File: src/rtl/tta_pkg.sv
// ----------------------------------------------------------------------------
// tta_pkg
// Shared types, constants and the log2 table generator for the
// transmittance to absorbance converter.
// ----------------------------------------------------------------------------
package tta_pkg;

  typedef struct packed {
    logic [31:0] sample;
    logic        last_sample;
  } in_t;

  typedef struct packed {
    logic signed [27:0] absorbance;
    logic               last_result;
  } out_t;

  // sideband that travels with each pipeline stage
  typedef struct packed {
    logic valid;
    logic last;
  } ctl_t;

  // configuration register indexes
  localparam logic REG_PERCENT_MODE = 1'b0;
  localparam logic REG_CLAMP_FLOOR  = 1'b1;

  // floor(n / 25) = (n * DIV25_MAGIC) >> DIV25_SHIFT, exact for n < 2^31
  localparam logic [31:0] DIV25_MAGIC = 32'd2748779070;
  localparam int          DIV25_SHIFT = 36;

  // log10(2) in Q0.29
  localparam logic [27:0] LOG10_2_Q29 = 28'd161614248;

  // fractional part of log2(1 + i / 2^tb) in Q0.30, truncated;
  // the entry past the end is exactly one
  function automatic logic [30:0] log2_frac(input int unsigned i, input int unsigned tb);
    logic [63:0] m;
    logic [30:0] res;
    int          k;
    res = '0;
    if (i >= (32'd1 << tb)) begin
      res = 31'h4000_0000;
    end else begin
      m = ((64'd1 << tb) + 64'(i)) << (30 - tb);
      for (k = 29; k >= 0; k--) begin
        m = (m * m) >> 30;
        if (m >= (64'd2 << 30)) begin
          res[k] = 1'b1;
          m = m >> 1;
        end
      end
    end
    return res;
  endfunction

endpackage

File: src/rtl/tta_div100.sv
// ----------------------------------------------------------------------------
// tta_div100
// Two-stage optional divide by 100 with round to nearest, built as a
// shift by two and a reciprocal multiply by 1/25.
// ----------------------------------------------------------------------------
module tta_div100 (
  input  logic                clk,
  input  logic                rst_n,
  input  tta_pkg::ctl_t       in_ctl,
  input  logic [31:0]         in_sample,
  input  logic                percent,
  output tta_pkg::ctl_t       out_ctl,
  output logic [31:0]         out_value
);

  tta_pkg::ctl_t ctl1_r, ctl2_r;
  logic [30:0]   quarter_r;
  logic [31:0]   raw1_r, raw2_r;
  logic          pct1_r, pct2_r;
  logic [62:0]   prod_r;
  logic [32:0]   biased;

  // (x + 50) / 100 == ((x + 50) >> 2) / 25
  assign biased = {1'b0, in_sample} + 33'd50;

  always_ff @(posedge clk) begin
    if (!rst_n) begin
      ctl1_r <= '0;
      ctl2_r <= '0;
    end else begin
      ctl1_r <= in_ctl;
      ctl2_r <= ctl1_r;
    end
  end

  always_ff @(posedge clk) begin
    quarter_r <= biased[32:2];
    raw1_r    <= in_sample;
    pct1_r    <= percent;
    prod_r    <= 63'(quarter_r) * 63'(tta_pkg::DIV25_MAGIC);
    raw2_r    <= raw1_r;
    pct2_r    <= pct1_r;
  end

  assign out_ctl   = ctl2_r;
  assign out_value = pct2_r ? 32'(prod_r[62:tta_pkg::DIV25_SHIFT]) : raw2_r;

endmodule

File: config.mk
export PLATFORM = sky130hd
export DESIGN_NAME = tta_div100
export DESIGN_NICKNAME = d
export VERILOG_FILES = /design/src/rtl/tta_pkg.sv /design/src/rtl/tta_div100.sv
export SDC_FILE = /design/constraint.sdc
export NUM_CORES = 1
export LEC_CHECK = 0
export ABC_AREA = 1
export CORE_ASPECT_RATIO = 0.5
export CORE_UTILIZATION = 35
export CTS_BUF_LIST = sky130_fd_sc_hd__clkbuf_2 sky130_fd_sc_hd__clkbuf_4 sky130_fd_sc_hd__clkbuf_8
export DETAILED_ROUTE_END_ITERATION = 10
export DONT_BUFFER_PORTS = 1
export GPL_TIMING_DRIVEN = 0
export HOLD_SLACK_MARGIN = 0.1
export PLACE_DENSITY_LB_ADDON = 0.12
export RECOVER_POWER = 100
export REMOVE_ABC_BUFFERS = 1
export SETUP_SLACK_MARGIN = 0.15
export SLEW_MARGIN = 30
export SYNTH_ARGS = -nofsm -noshare
export SYNTH_HDL_FRONTEND = slang
export SYNTH_SLANG_ARGS = --single-unit
export TNS_END_PERCENT = 50
File: constraint.sdc
create_clock -name clk -period 6.5 [get_ports clk]
set_input_delay 0.975 -clock clk [delete_from_list [all_inputs] [get_ports clk]]
set_output_delay 0.975 -clock clk [all_outputs]
set_load 0.03 [all_outputs]
==> metrics.cfg <==
[synth]
syn_area_um2 = 22200
synth.top_cell.area_share_pct = 33.6
synth.area.top_cells = fa_1 (34%), ha_1 (22%), inv_1 (14%)
synth_ff_type = dfxtp_1
ys.warnings.count = 0
syn_avg_cell_area_um2 = 8.57
yosysSeqAreaShare_pct = 11.5
ys_ff_latch = 128
synth_cells = 2593
synth_cell_types = 39
synth_edf_count = 0
synth_largest_area_cell = fa_1
synthArstFlopShare_pct = 0

[timing]
setup_violations = 0
drv_slew = 0
tightest_slew_ns = 1.47
period_minus_slack_ns = 6.23
max_slew_margin_pct = 2.19
rsz0062_at_grt = yes
hold_viol = 0
clock-skew-final_ns = 0.0265
timing.fmax_ghz = 0.160
timing.final.ws_setup_ns = 0.266
fin_crit_sh_pct = 95.9

[final_layout]
multiInputGateArea_um2 = 17100
mostFrequentLayoutCell = inv_1
final_cell_mix = inv_1 (805), nand2_1 (442), ha_1 (370)
finalNonFillerCells = 3499
final_net_count = 3459
fillCellCount = 6368
seq_area_um2 = 2670
area_delta_synth_final_pct = 11.3
design_area_um2 = 24700
drive_above_1_share_pct = 9.99
final_util_pct = 40.0
antenna_cells = 0

[drt]
route.detailed.drc = 0
vias_per_cell = 4.63
drtAntennaViolNets = 0
wl_per_cell_um = 20.6
wl_um = 72100
vias = 16193
dr.pass1.iters = 5
drt_iter0_drc = 1106

[floorplan]
rows = 64
die_h_um = 180
die_w_um = 358
start_util_pct = 35.9
core_area_um2 = 61900
die_area_um2 = 64600
ioPinCount = 71

[clocking]
path_clk_slew_ns = 0.10
numCtsBuffers = 17
cts_tree = built
h-tree-depth = 4
cts_sinks = 128
cts_root_buf = clkbuf_8
clock_latency_ns = 0.48
cts.path.max_buffers = 2

[global_route]
grt_pass1_wl_um = 108000
antenna_found_initial = 3
track_usage_pct = 23.2
overflow = 0
first_global_vias = 16628
grt_max_degree = 23

[placement]
portBuffers = 0
dp_slack_ns = -0.714
placed_area_um2 = 23300
gp_congestion = 0.960
dp_cells = 3415
detailed_place_hpwl_um = 63600

[hold_path]
holdPathStages = 0
hold_end = raw2_r[12]
min_path_type = reg -> reg
hold_start = raw1_r[12]

[run]
max-cap-violations = 0

[critical_path]
r2r_slack_ns = 0.27
cp-end-kind = flop
required_ns = 6.87
cp.arrival_ns = 6.60
reg2reg_from = quarter_r[6]
critPathLaunchType = flop
crit_type = reg -> reg
reg2reg_depth = 22
cp_max_fo = 5
reg2reg_to = prod_r[54]

[outcome]
status = finished, final reports clean

-- how the worst max path moves through the flow --
stage	from	to	slack, ns	cells after the start
after global routing	quarter_r[7]	prod_r[61]	0.07	25
final	quarter_r[6]	prod_r[54]	0.27	22
after global placement	quarter_r[4]	prod_r[51]	-0.82	22
after detailed placement	quarter_r[4]	prod_r[51]	-0.71	22
after floorplan	quarter_r[9]	prod_r[41]	0.83	24
after CTS	quarter_r[20]	prod_r[56]	0.15	21
-- worst max-delay path, stage by stage, from the launching register on --
cell	delay, ns
dfxtp_4	0.37
buf_12	0.13
buf_4	0.17
fa_1	0.63
ha_2	0.25
fa_1	0.44
fa_1	0.51
fa_2	0.60
fa_1	0.44
fa_1	0.49
inv_1	0.05
fa_1	0.47
inv_1	0.05
ha_1	0.36
nand2_2	0.13
nor2_4	0.16
inv_1	0.06
nor2_2	0.22
inv_2	0.08
a21oi_2	0.22
o21bai_2	0.14
nand4_1	0.11
nand2_1	0.08
-- sequential cells by signal (all words and copies together), names as in the netlist --
| signal | cells |
|---|---|
| out_ctl | 2 |
| raw2_r | 32 |
| pct1_r | 1 |
| quarter_r | 31 |
| raw1_r | 32 |
| ctl1_r | 2 |
| prod_r | 27 |
| pct2_r | 1 |
-- per-layer routing --
metal  wire length, um  global-route usage [%]  up-vias
li1                  -                       -     7799
met4               391                    2.33        0
met3              4540                    3.40       20
met2             29000                    32.6      398
met1             38300                    37.9     7976
met5                 0                       0        -
-- synthesized netlist by cell type (2+ instances only) --
master and n:
a21oi_1 60, buf_2 2, dfxtp_1 128, fa_1 373, ha_1 388, inv_1 809, inv_2 5, mux2_1 7
mux2_2 20, nand2_1 475, nand2_2 9, nand3_1 62, nand3b_1 3, nand4_1 11, nor2_1 103, nor2_2 17
nor2_4 6, nor3_1 10, nor3_2 6, nor4_1 8, nor4_2 3, o21ai_0 18, o21ai_1 4, o21bai_1 17
xnor2_1 14, xor2_1 22
-- logic make-up after synthesis --
family                   after synthesis  share of synthesized area [%]
buffers and inverters                818                           13.8
adder cells (fa/ha/maj)              761                           55.4
AND/OR/NAND/NOR                      720                           13.9
flip-flops                           128                           11.5
AO/OA/AOI/OAI                        103                           2.56
XOR/XNOR                              36                           1.42
multiplexers                          27                           1.37
-- through the flow --
stage / hold slack, ns / TNS (ns)
after floorplan: 0.310 / 0
after global placement: 0.310 / -9.83
after detailed placement: 0.312 / -10.04
after CTS: 0.317 / 0
after global routing: 0.330 / 0
final: 0.321 / 0
-- layout make-up --
cell class / instances / share of cell area, %
Clock buffer: 17 / 0.946
Timing Repair Buffer: 53 / 1.85
Multi-Input combinational cell: 1647 / 69.2
Tap cell: 825 / 4.17
Clock inverter: 15 / 0.648
Sequential cell: 128 / 10.8
Inverter: 814 / 12.4
-- timing repair --
action,in CTS,in global routing
pin swaps,0,17
setup buffers,20,32
hold buffers,0,0
gates resized for setup,75,122
setup endpoints to repair,27,27
Power is left out: the tool's default activity adds up to more than one toggle a clock period on the data nets, which glitch-free logic cannot reach.
