===== src/rtl/tta_pkg.sv =====
// ----------------------------------------------------------------------------
// tta_pkg
// Shared types, constants and the log2 table generator for the
// transmittance to absorbance converter.
// ----------------------------------------------------------------------------
package tta_pkg;

  typedef struct packed {
    logic [31:0] sample;
    logic        last_sample;
  } in_t;

  typedef struct packed {
    logic signed [27:0] absorbance;
    logic               last_result;
  } out_t;

  // sideband that travels with each pipeline stage
  typedef struct packed {
    logic valid;
    logic last;
  } ctl_t;

  // configuration register indexes
  localparam logic REG_PERCENT_MODE = 1'b0;
  localparam logic REG_CLAMP_FLOOR  = 1'b1;

  // floor(n / 25) = (n * DIV25_MAGIC) >> DIV25_SHIFT, exact for n < 2^31
  localparam logic [31:0] DIV25_MAGIC = 32'd2748779070;
  localparam int          DIV25_SHIFT = 36;

  // log10(2) in Q0.29
  localparam logic [27:0] LOG10_2_Q29 = 28'd161614248;

  // fractional part of log2(1 + i / 2^tb) in Q0.30, truncated;
  // the entry past the end is exactly one
  function automatic logic [30:0] log2_frac(input int unsigned i, input int unsigned tb);
    logic [63:0] m;
    logic [30:0] res;
    int          k;
    res = '0;
    if (i >= (32'd1 << tb)) begin
      res = 31'h4000_0000;
    end else begin
      m = ((64'd1 << tb) + 64'(i)) << (30 - tb);
      for (k = 29; k >= 0; k--) begin
        m = (m * m) >> 30;
        if (m >= (64'd2 << 30)) begin
          res[k] = 1'b1;
          m = m >> 1;
        end
      end
    end
    return res;
  endfunction

endpackage


===== src/rtl/tta_norm.sv =====
// ----------------------------------------------------------------------------
// tta_norm
// Clamp to the floor, then leading-one normalisation into an exponent
// and a Q0.31 fraction.
// ----------------------------------------------------------------------------
module tta_norm (
  input  logic          clk,
  input  logic          rst_n,
  input  tta_pkg::ctl_t in_ctl,
  input  logic [31:0]   in_value,
  input  logic [31:0]   clamp_floor,
  output tta_pkg::ctl_t out_ctl,
  output logic [4:0]    out_exp,
  output logic [30:0]   out_frac
);

  tta_pkg::ctl_t ctl3_r, ctl4_r;
  logic [31:0]   x_r;
  logic [31:0]   floor_eff;
  logic [31:0]   x_nxt;
  logic [4:0]    lead;
  logic [31:0]   shifted;
  logic [4:0]    exp_r;
  logic [30:0]   frac_r;

  assign floor_eff = (clamp_floor == 32'd0) ? 32'd1 : clamp_floor;
  assign x_nxt     = (in_value < floor_eff) ? floor_eff : in_value;

  // x is never zero after the clamp
  always_comb begin
    lead = '0;
    for (int i = 0; i < 32; i++) begin
      if (x_r[i]) lead = 5'(i);
    end
  end

  assign shifted = x_r << (5'd31 - lead);

  always_ff @(posedge clk) begin
    if (!rst_n) begin
      ctl3_r <= '0;
      ctl4_r <= '0;
    end else begin
      ctl3_r <= in_ctl;
      ctl4_r <= ctl3_r;
    end
  end

  always_ff @(posedge clk) begin
    x_r    <= x_nxt;
    exp_r  <= lead;
    frac_r <= shifted[30:0];
  end

  assign out_ctl  = ctl4_r;
  assign out_exp  = exp_r;
  assign out_frac = frac_r;

endmodule


===== config.mk =====
export PLATFORM = sky130hd
export DESIGN_NAME = tta_norm
export DESIGN_NICKNAME = d
export VERILOG_FILES = /design/src/rtl/tta_pkg.sv /design/src/rtl/tta_norm.sv
export SDC_FILE = /design/constraint.sdc
export NUM_CORES = 1
export LEC_CHECK = 0
export ABC_AREA = 1
export BUFFER_PORTS_ARGS = -buffer_cell sky130_fd_sc_hd__buf_2
export CELL_PAD_IN_SITES_DETAIL_PLACEMENT = 1
export CELL_PAD_IN_SITES_GLOBAL_PLACEMENT = 2
export CORE_MARGIN = 2
export CORE_UTILIZATION = 26
export CTS_CLUSTER_DIAMETER = 40
export DETAILED_ROUTE_END_ITERATION = 10
export MAX_ROUTING_LAYER = met4
export PLACE_DENSITY = 0.8
export REMOVE_ABC_BUFFERS = 1
export SYNTH_ARGS = -nofsm -noshare
export SYNTH_HDL_FRONTEND = slang
export SYNTH_SLANG_ARGS = --single-unit

===== constraint.sdc =====
create_clock -name clk -period 2.46 [get_ports clk]
set_clock_uncertainty 0.15 [all_clocks]
set_input_delay 0.123 -clock clk [delete_from_list [all_inputs] [get_ports clk]]
set_output_delay 0.123 -clock clk [all_outputs]
set_load 0.01 [all_outputs]

==> run metrics <==
row count=50; Placed Area=0.00617 mm^2; port bufs=105; synth warn=0; initial antenna violation count=0; Synth Area in Compound Gates=0.0723; Final Hold Viols=0; post-route ant nets=0; Total Nets Final=1082; Vert. Die Dim=141 um; ranking of synthesized cells by area=dfxtp_1 (29%), nand3_1 (18%), nand2_1 (17%), ha_1 (7.9%), inv_1 (6.5%); max-slew headroom at the worst pin=0.631; register area share after synthesis=0.293; gr usage total=0.190; design internal power=3.24 mW; sequential share of power=0.289; Final WS setup=-0.477 ns; CP max FO=7; Crit path required time=2.59 ns; RSZ-0062 raised after global routing=yes; Reg2Reg Setup Slack=-0.48 ns; largest vdd supply drop=232 uV; fin area=0.00760 mm^2; setup TNS=-12.87 ns; Cell variety after synth=30; Overall Power=5.41 mW; multiplexer share of the synthesized area=0; mapped cell area=0.00491 mm^2; post-DP HPWL=12.9 mm; GRT busiest layer=met2; CTS tree=yes; top cell type's share of synthesized area=0.293; drt pass-1 iters=4; Slew @ Worst Pin=0.553 ns; top cells by count, synth=nand2_1 (217), nand3_1 (175), inv_1 (85), dfxtp_1 (72), nor2_1 (43); R2R cell count=37; cell taking the most area after synthesis=dfxtp_1; Adder-Cell Fraction of Synth Area=0.0789; Clock Tree Buf Depth=2; Post-Syn Instances=772; run status=finished with violations; Synth Area in XOR/XNOR=0; GR Layer Usage met1=0.246; Synth Area per Inst=6.36 um^2; fin. max-slew vios=0; Placed Cells=1145; CP max stage delay=0.33 ns; chip width=141 um; GP Congestion=0.828; met3 Use GR=0.0226; Synth Area in Simple Gates=0.446; dominant synthesized flop cell=dfxtp_1; DP Worst Slack=-0.547 ns; Sink Count=72; most used cell, CP=nand2_1; largest net degree at the start of global routing=41; hold path start=clamp_floor[17]; Max-Cap Viols=0; FF+latch count, synth=72; layout cell share with drive strength beyond 1=0.341; drt wl/cell=14.8 um; area delta synth->final=54.6%; largest family of logic cells by synthesized area=simple AND/OR/NAND/NOR gates; reg2reg end=out_frac[11]; routed vias=5811; Peak Freq=340 MHz; most numerous cell in the Yosys netlist=nand2_1; Worst Setup End Kind=register; CP Launch Type=register; die area=0.0200 mm^2; Reg clk slew, reported paths=0.06 ns; Root Driver=clkbuf_16; core area=0.0186 mm^2; Sw Pwr=2.16 mW; H-tree levels=3; number of remaining DRC errors=0; first-pass GRT wire length=29.5 mm; worst hold path type=input port to register; final setup fails=31; critical path arrival=3.07 ns; vias per cell=4.76; Logic pwr share=0.484; M2 GR Usage=0.307; FF-to-FF Start=x_r[2]; min cycle time layout=2.94 ns; power density over the cells=712 mW/mm^2; asr flop ratio synth=0; vias in the first global route=6009; Cell Count, Final, Fillers Out=1221; Worst path slowest cell=dfxtp_2; Hold Path Depth=4; ant diodes=0; Post-synth EDFFs=0; fillers=2362; failing checks=setup timing; Sw Ratio=0.401; CTS Buf Count=9; critical path class=register to register; wirelength, routed=18.0 mm; Pleak=3.90 nW; final period utilization=1.19; Clock Latency Late Sink=0.36 ns; Clock power frac=0.227; Initial DRC Count=210; Initial Utilization=0.264; grt ovf=0; Hold Crit Endpoint=x_r[17]; IO Count=106
## power groups by stage
stage / clock [mW] / combinational, mW / sequential [mW]
6_report: 1.23 / 2.62 / 1.56
3_3_place_gp: 0 / 2.17 / 1.59
4_1_cts: 1.26 / 2.44 / 1.57
2_1_floorplan: 0 / 1.13 / 1.70
5_1_grt: 1.32 / 2.92 / 1.60
3_5_place_dp: 0 / 2.19 / 1.59
## layout make-up
type,count,area (um^2),share of cell area
Multi-Input combinational cell,576,3450,0.455
Clock buffer,10,239,0.0315
Sequential cell,72,1440,0.190
Clock inverter,5,32.5,0.00428
Timing Repair Buffer,237,1810,0.238
Inverter,87,327,0.0430
Tap cell,234,293,0.0385
## what timing repair did
item                                    4_1_cts  5_1_grt
hold buffers                                 53        0
cloned                                        3        0
pin swaps                                    13       15
buffers inserted                              5        0
endpoints found under the hold margin        36        0
resized for setup                            55       78
endpoints found under the setup margin       31       64
## metrics by stage
stage / util / hold WS (ns)
after floorplan: - / 0.0665
after global placement: 0.331 / 0.150
after detailed placement: 0.331 / 0.168
after CTS: 0.390 / 0.00222
after global routing: 0.407 / 0.0598
final: 0.407 / 0.0280
## worst max-delay path, delay by kind of cell, from the launching register on
family	cells	cell delay (ns)
AND/OR/NAND/NOR	35	2.20
flip-flops	1	0.33
buffers and inverters	2	0.19
## metal layers
metal  wire length (um)  share of wire
met5                  0              0
met4                282          0.016
met3                547          0.030
met2               8540           0.47
met1               8650           0.48
## flip-flops by register name, indices dropped and copies added (netlist names)
register  count
ctl3_r        2
out_ctl       2
out_exp       5
out_frac     31
x_r          32
## worst max-delay path by stage
stage / slack, ns / from / cells past startpoint / to
2_1_floorplan: -0.91 / x_r[5] / 22 / out_frac[10]
3_3_place_gp: -0.55 / x_r[2] / 39 / out_frac[25]
3_5_place_dp: -0.55 / x_r[2] / 39 / out_frac[24]
4_1_cts: -0.47 / x_r[2] / 39 / out_frac[26]
5_1_grt: -0.87 / x_r[2] / 39 / out_frac[24]
6_report: -0.48 / x_r[2] / 37 / out_frac[11]
## cell families (layout without fill, tap and decap cells)
group,Yosys count,after routing
simple gates,479,480
flops,72,72
compound gates,65,65
buf+inv,125,339
fa+ha+maj,31,31
## placed cells by master (no fill, tap or decap), types with 2 or more instances in the layout
cell type / count
a211oi_1: 2
a21oi_1: 17
and3_1: 2
buf_12: 9
buf_2: 105
buf_4: 63
buf_6: 5
clkbuf_16: 9
clkinv_2: 3
dfxtp_1: 71
dlygate4sd3_1: 53
ha_1: 31
inv_1: 83
inv_2: 3
nand2_1: 190
nand2_2: 30
nand2_8: 2
nand3_1: 99
nand3_2: 91
nand4_1: 7
nor2_1: 38
nor2_2: 4
nor3_1: 3
nor4_1: 8
nor4_2: 2
o211ai_1: 3
o21ai_0: 30
o21ai_1: 7
o21bai_1: 2
Note: power is estimated with default switching activity, not from simulation.
