==> src/rtl/tta_pkg.sv <==
// ----------------------------------------------------------------------------
// tta_pkg
// Shared types, constants and the log2 table generator for the
// transmittance to absorbance converter.
// ----------------------------------------------------------------------------
package tta_pkg;

  typedef struct packed {
    logic [31:0] sample;
    logic        last_sample;
  } in_t;

  typedef struct packed {
    logic signed [27:0] absorbance;
    logic               last_result;
  } out_t;

  // sideband that travels with each pipeline stage
  typedef struct packed {
    logic valid;
    logic last;
  } ctl_t;

  // configuration register indexes
  localparam logic REG_PERCENT_MODE = 1'b0;
  localparam logic REG_CLAMP_FLOOR  = 1'b1;

  // floor(n / 25) = (n * DIV25_MAGIC) >> DIV25_SHIFT, exact for n < 2^31
  localparam logic [31:0] DIV25_MAGIC = 32'd2748779070;
  localparam int          DIV25_SHIFT = 36;

  // log10(2) in Q0.29
  localparam logic [27:0] LOG10_2_Q29 = 28'd161614248;

  // fractional part of log2(1 + i / 2^tb) in Q0.30, truncated;
  // the entry past the end is exactly one
  function automatic logic [30:0] log2_frac(input int unsigned i, input int unsigned tb);
    logic [63:0] m;
    logic [30:0] res;
    int          k;
    res = '0;
    if (i >= (32'd1 << tb)) begin
      res = 31'h4000_0000;
    end else begin
      m = ((64'd1 << tb) + 64'(i)) << (30 - tb);
      for (k = 29; k >= 0; k--) begin
        m = (m * m) >> 30;
        if (m >= (64'd2 << 30)) begin
          res[k] = 1'b1;
          m = m >> 1;
        end
      end
    end
    return res;
  endfunction

endpackage

==> src/rtl/tta_scale.sv <==
// ----------------------------------------------------------------------------
// tta_scale
// Scales the log2 magnitude by log10(2) with rounding and applies the
// sign, producing Q4.24 absorbance.
// ----------------------------------------------------------------------------
module tta_scale (
  input  logic          clk,
  input  logic          rst_n,
  input  tta_pkg::ctl_t in_ctl,
  input  logic [34:0]   in_mag,
  input  logic          in_neg,
  output tta_pkg::ctl_t out_ctl,
  output logic [27:0]   out_res
);

  tta_pkg::ctl_t ctl8_r, ctl9_r, ctl10_r;
  logic [57:0]   plo_r;
  logic [32:0]   phi_r;
  logic          neg8_r, neg9_r;
  logic [63:0]   sum;
  logic [27:0]   m_r;
  logic [27:0]   res_r;

  // mag * K split as (hi * K) << 30 + lo * K to keep each product narrow
  assign sum = {1'b0, phi_r, 30'd0} + 64'(plo_r) + (64'd1 << 34);

  always_ff @(posedge clk) begin
    if (!rst_n) begin
      ctl8_r  <= '0;
      ctl9_r  <= '0;
      ctl10_r <= '0;
    end else begin
      ctl8_r  <= in_ctl;
      ctl9_r  <= ctl8_r;
      ctl10_r <= ctl9_r;
    end
  end

  always_ff @(posedge clk) begin
    plo_r  <= 58'(in_mag[29:0]) * 58'(tta_pkg::LOG10_2_Q29);
    phi_r  <= 33'(in_mag[34:30]) * 33'(tta_pkg::LOG10_2_Q29);
    neg8_r <= in_neg;
    m_r    <= sum[62:35];
    neg9_r <= neg8_r;
    res_r  <= neg9_r ? (28'd0 - m_r) : m_r;
  end

  assign out_ctl = ctl10_r;
  assign out_res = res_r;

endmodule

==> config.mk <==
export PLATFORM = sky130hd
export DESIGN_NAME = tta_scale
export DESIGN_NICKNAME = d
export VERILOG_FILES = /design/src/rtl/tta_pkg.sv /design/src/rtl/tta_scale.sv
export SDC_FILE = /design/constraint.sdc
export NUM_CORES = 1
export LEC_CHECK = 0
export ABC_AREA = 0
export BUFFER_PORTS_ARGS = -buffer_cell sky130_fd_sc_hd__buf_2
export CAP_MARGIN = 20
export CORE_ASPECT_RATIO = 0.8
export CORE_MARGIN = 3
export CORE_UTILIZATION = 65
export CTS_BUF_LIST = sky130_fd_sc_hd__clkbuf_2 sky130_fd_sc_hd__clkbuf_4 sky130_fd_sc_hd__clkbuf_8
export CTS_CLUSTER_DIAMETER = 40
export DETAILED_ROUTE_END_ITERATION = 8
export GPL_ROUTABILITY_DRIVEN = 0
export PLACE_DENSITY = 0.86
export SLEW_MARGIN = 10
export SYNTH_ARGS = -nofsm -noshare
export SYNTH_HDL_FRONTEND = slang
export SYNTH_SLANG_ARGS = --single-unit
==> constraint.sdc <==
create_clock -name clk -period 7.35 [get_ports clk]
set_clock_uncertainty 0.1 [all_clocks]
set_input_delay 1.1025 -clock clk [delete_from_list [all_inputs] [get_ports clk]]
set_output_delay 1.1025 -clock clk [all_outputs]
set_load 0.01 [all_outputs]
==> metrics.md <==
| Metric | Value |
|---|---|
| Run status | `complete, no violations` |
| Std cell rows | `a little over 50` |
| Worst Hold Depth | `0` |
| Initial Util | `0.672` |
| DR vias/cell | `roughly 5.8` |
| Worst-Skew Late Latency | `around 0.43 ns` |
| Hold Crit Class | `reg2reg` |
| Die Wd | `185 microns` |
| Top sig layer | `met4` |
| Reg clk slew, reported paths | `about 0.080 ns` |
| Slew @ Worst Pin | `around 0.95 ns` |
| CTS tree | `built` |
| Adder-cell share of the synthesized area | `0.530` |
| CTS root buf | `clkbuf_8` |
| Largest family of logic cells by synthesized area | `adder cells` |
| Post-synth top flop | `dfxtp_1` |
| Crit-path slowest cell | `fa_1` |
| Synth Area in Compound Gates | `0.104` |
| CP max FO | `8` |
| Yosys reg bits | `between 100 and 150` |
| Count of pins over their slew limit | `0` |
| Crit path max-delay family | `adder cells` |
| IO Pins | `70` |
| Top post-synthesis cells by area | `ha_1 29%, fa_1 24%, dfxtp_1 14%` |
| Final Routed Wirelength | `around 41000 microns` |
| Largest net degree at the start of global routing | `29` |
| # diodes | `0` |
| DRC violations left | `0` |
| Worst path depth | `25` |
| Fin. Hold Viols | `0` |
| DR iter-0 viols | `just under 1000` |
| Non-Filler Instances | `roughly 2200` |
| Vias in the first global route | `approximately 14000` |
| Synth Instances | `approximately 1800` |
| Final Net Count | `around 2500` |
| WL/cell | `18.8 microns` |
| FF-to-FF setup slack | `roughly 3.8 ns` |
| Crit path top cell by count | `inv_1` |
| Net Count, Synth | `between 2000 and 2500` |
| Ys async rst share | `0` |
| Post-synth EDFFs | `0` |
| Worst R2R Start | `phi_r[18]` |
| Fin crit share | `0.968` |
| Final setup viols | `0` |
| Sequential fraction of the synthesis area | `0.141` |
| Final WS setup | `around 0.24 ns` |
| Critical path buffers and inverters | `9` |
| DR WL met3 | `around 3800 microns` |
| Fmax | `approximately 140 MHz` |
| Die span in y | `roughly 150 microns` |
| Grt total ovfl | `0` |
| Initial antenna violation count | `0` |
| WHS Endpoint | `neg9_r` |
| Area growth syn-to-layout | `7.12%` |
| Synth top area share | `0.291` |
| Syn_area_per_cell | `between 9 and 10 sq um` |
| WL met1 | `roughly 17000 microns` |
| Sinks on Clock Net | `~120` |
| Yosys Warn Count | `0` |
| Simple-gate share of the synthesized area | `0.0709` |
| Layout cells sized above 1 | `0.0655` |
| Startpoint types | `primary input` |
| Die area | `roughly 27000 sq um` |
| Total CTS buffers | `17` |
| Cell variety after synth | `60` |
| Port Buffers | `between 60 and 70` |
| DP HPWL | `approximately 35000 microns` |
| Core box area | `approximately 25000 sq um` |
| Critical Path RT | `about 7.6 ns` |
| GRT Total Usage | `0.309` |
| R2R cell count | `12` |
| CP endpoint kind | `register` |
| Max cap viols | `0` |
| Initial DRT Pass Iterations | `7` |
| First-pass GRT wire length | `between 60000 and 70000 microns` |
| HP Start | `neg8_r` |
| Pre-CTS setup slack | `-0.0826 ns` |
| Reg2reg end | `m_r[25]` |
| Worst slew margin | `0.364` |
| Final hold slack | `roughly 0.24 ns` |
| Fin crit period | `slightly above 7 ns` |
| Worst Path Arrival | `around 7.3 ns` |
| Area leader, netlist | `ha_1` |
| Post-synthesis mux area share | `0` |
| DR vias | `between 10000 and 15000` |
| Xor and xnor area share after synthesis | `0.0438` |
| Cell Count Post-Placement | `2149` |
| H-Tree Depth | `4` |
| Clock buffer depth | `2` |
| Crit path largest cell delay | `between 0.5 and 0.6 ns` |
| DRT antenna net count | `0` |
| Metal2 WL | `~19000 microns` |
| Total negative slack | `0 ns` |
| Synth Cell Area | `approximately 17000 sq um` |
| Setup CP Type | `in2reg` |
synthesized netlist by cell type, types with 4 or more instances:
library cell / count
a21o_1: 35
o21ai_0: 51
and2_1: 11
or3_1: 6
a31oi_1: 7
o21a_1: 13
nand4_1: 17
o31ai_1: 7
dfxtp_1: 117
a41oi_1: 4
and3_1: 6
a211oi_1: 7
a221oi_1: 4
xor2_1: 26
xnor2_1: 57
nor2b_1: 10
or2_2: 7
nor4_1: 8
o21bai_1: 10
o211ai_1: 13
clkbuf_1: 13
inv_1: 471
a21boi_0: 5
fa_1: 198
nand3_1: 20
nand2_1: 60
nor2_1: 42
nand2b_1: 11
ha_1: 386
a21oi_1: 86
and4_1: 5
nor3_1: 16
placed cells by master, fill, tap and decap left out, drive strengths merged, types with 13 or more instances in the layout:
master  synthesis  layout
inv           471     479
clkbuf         14      18
ha            386     386
dfxtp         117     117
a21oi          88      88
o211ai         13      13
nand2          60      60
nor3           16      16
nand3          20      20
o21a           13      13
fa            198     198
xnor2          57      57
o21ai          51      51
xor2           26      26
nand4          17      17
a21o           35      35
buf             0      77
nor2           42      42
through the flow:
stage                util  area [sq um]
floorplan               -         16600
global placement    0.702         17300
detailed placement  0.702         17300
CTS                 0.720         17800
global route        0.720         17800
finish              0.720         17800
layer usage:
layer,up-vias,global-route usage
met5,-,0
met4,0,0.127
met3,132,0.0661
met2,645,0.507
met1,6035,0.401
li1,5893,-
timing repair:
action                     CTS  global route
resized for setup            0             1
buffers inserted             0             0
hold buffers                 0             0
setup endpoints to repair    0             1
worst max-delay path by stage:
| stage | startpoint | end | slack (ns) |
|---|---|---|---|
| after floorplan | in_mag[4] | plo_r[50] | 0.65 |
| after global placement | in_mag[24] | plo_r[51] | 0.03 |
| after detailed placement | in_mag[24] | plo_r[51] | -0.08 |
| after CTS | in_mag[24] | plo_r[51] | 0.32 |
| after global routing | in_mag[24] | plo_r[51] | -0.02 |
| final | in_mag[24] | plo_r[51] | 0.24 |
cell families after synthesis:
group                      Yosys count
buffers and inverters              485
DFF                                117
adders and majority gates          584
xor gates and xnor gates            83
and+or+nand+nor                    230
AOI/OAI and AO/OA                  269
flip-flops by register name (all words and copies together), names as in the netlist:
register / cells
ctl8_r: 2
neg8_r: 1
out_res: 28
plo_r: 25
neg9_r: 1
m_r: 28
phi_r: 28
out_ctl: 2
ctl9_r: 2
cell type report:
type	instances	area, sq um
sequential	117	2340
clock inverter	14	189
timing repair buffer	77	405
tap	318	398
fill	1710	6920
inverter	471	1770
multi-input combinational	1166	12400
clock buffer	18	241
Power is left out: the tool's default activity adds up to more than one toggle a clock period on the data nets, which glitch-free logic cannot reach.
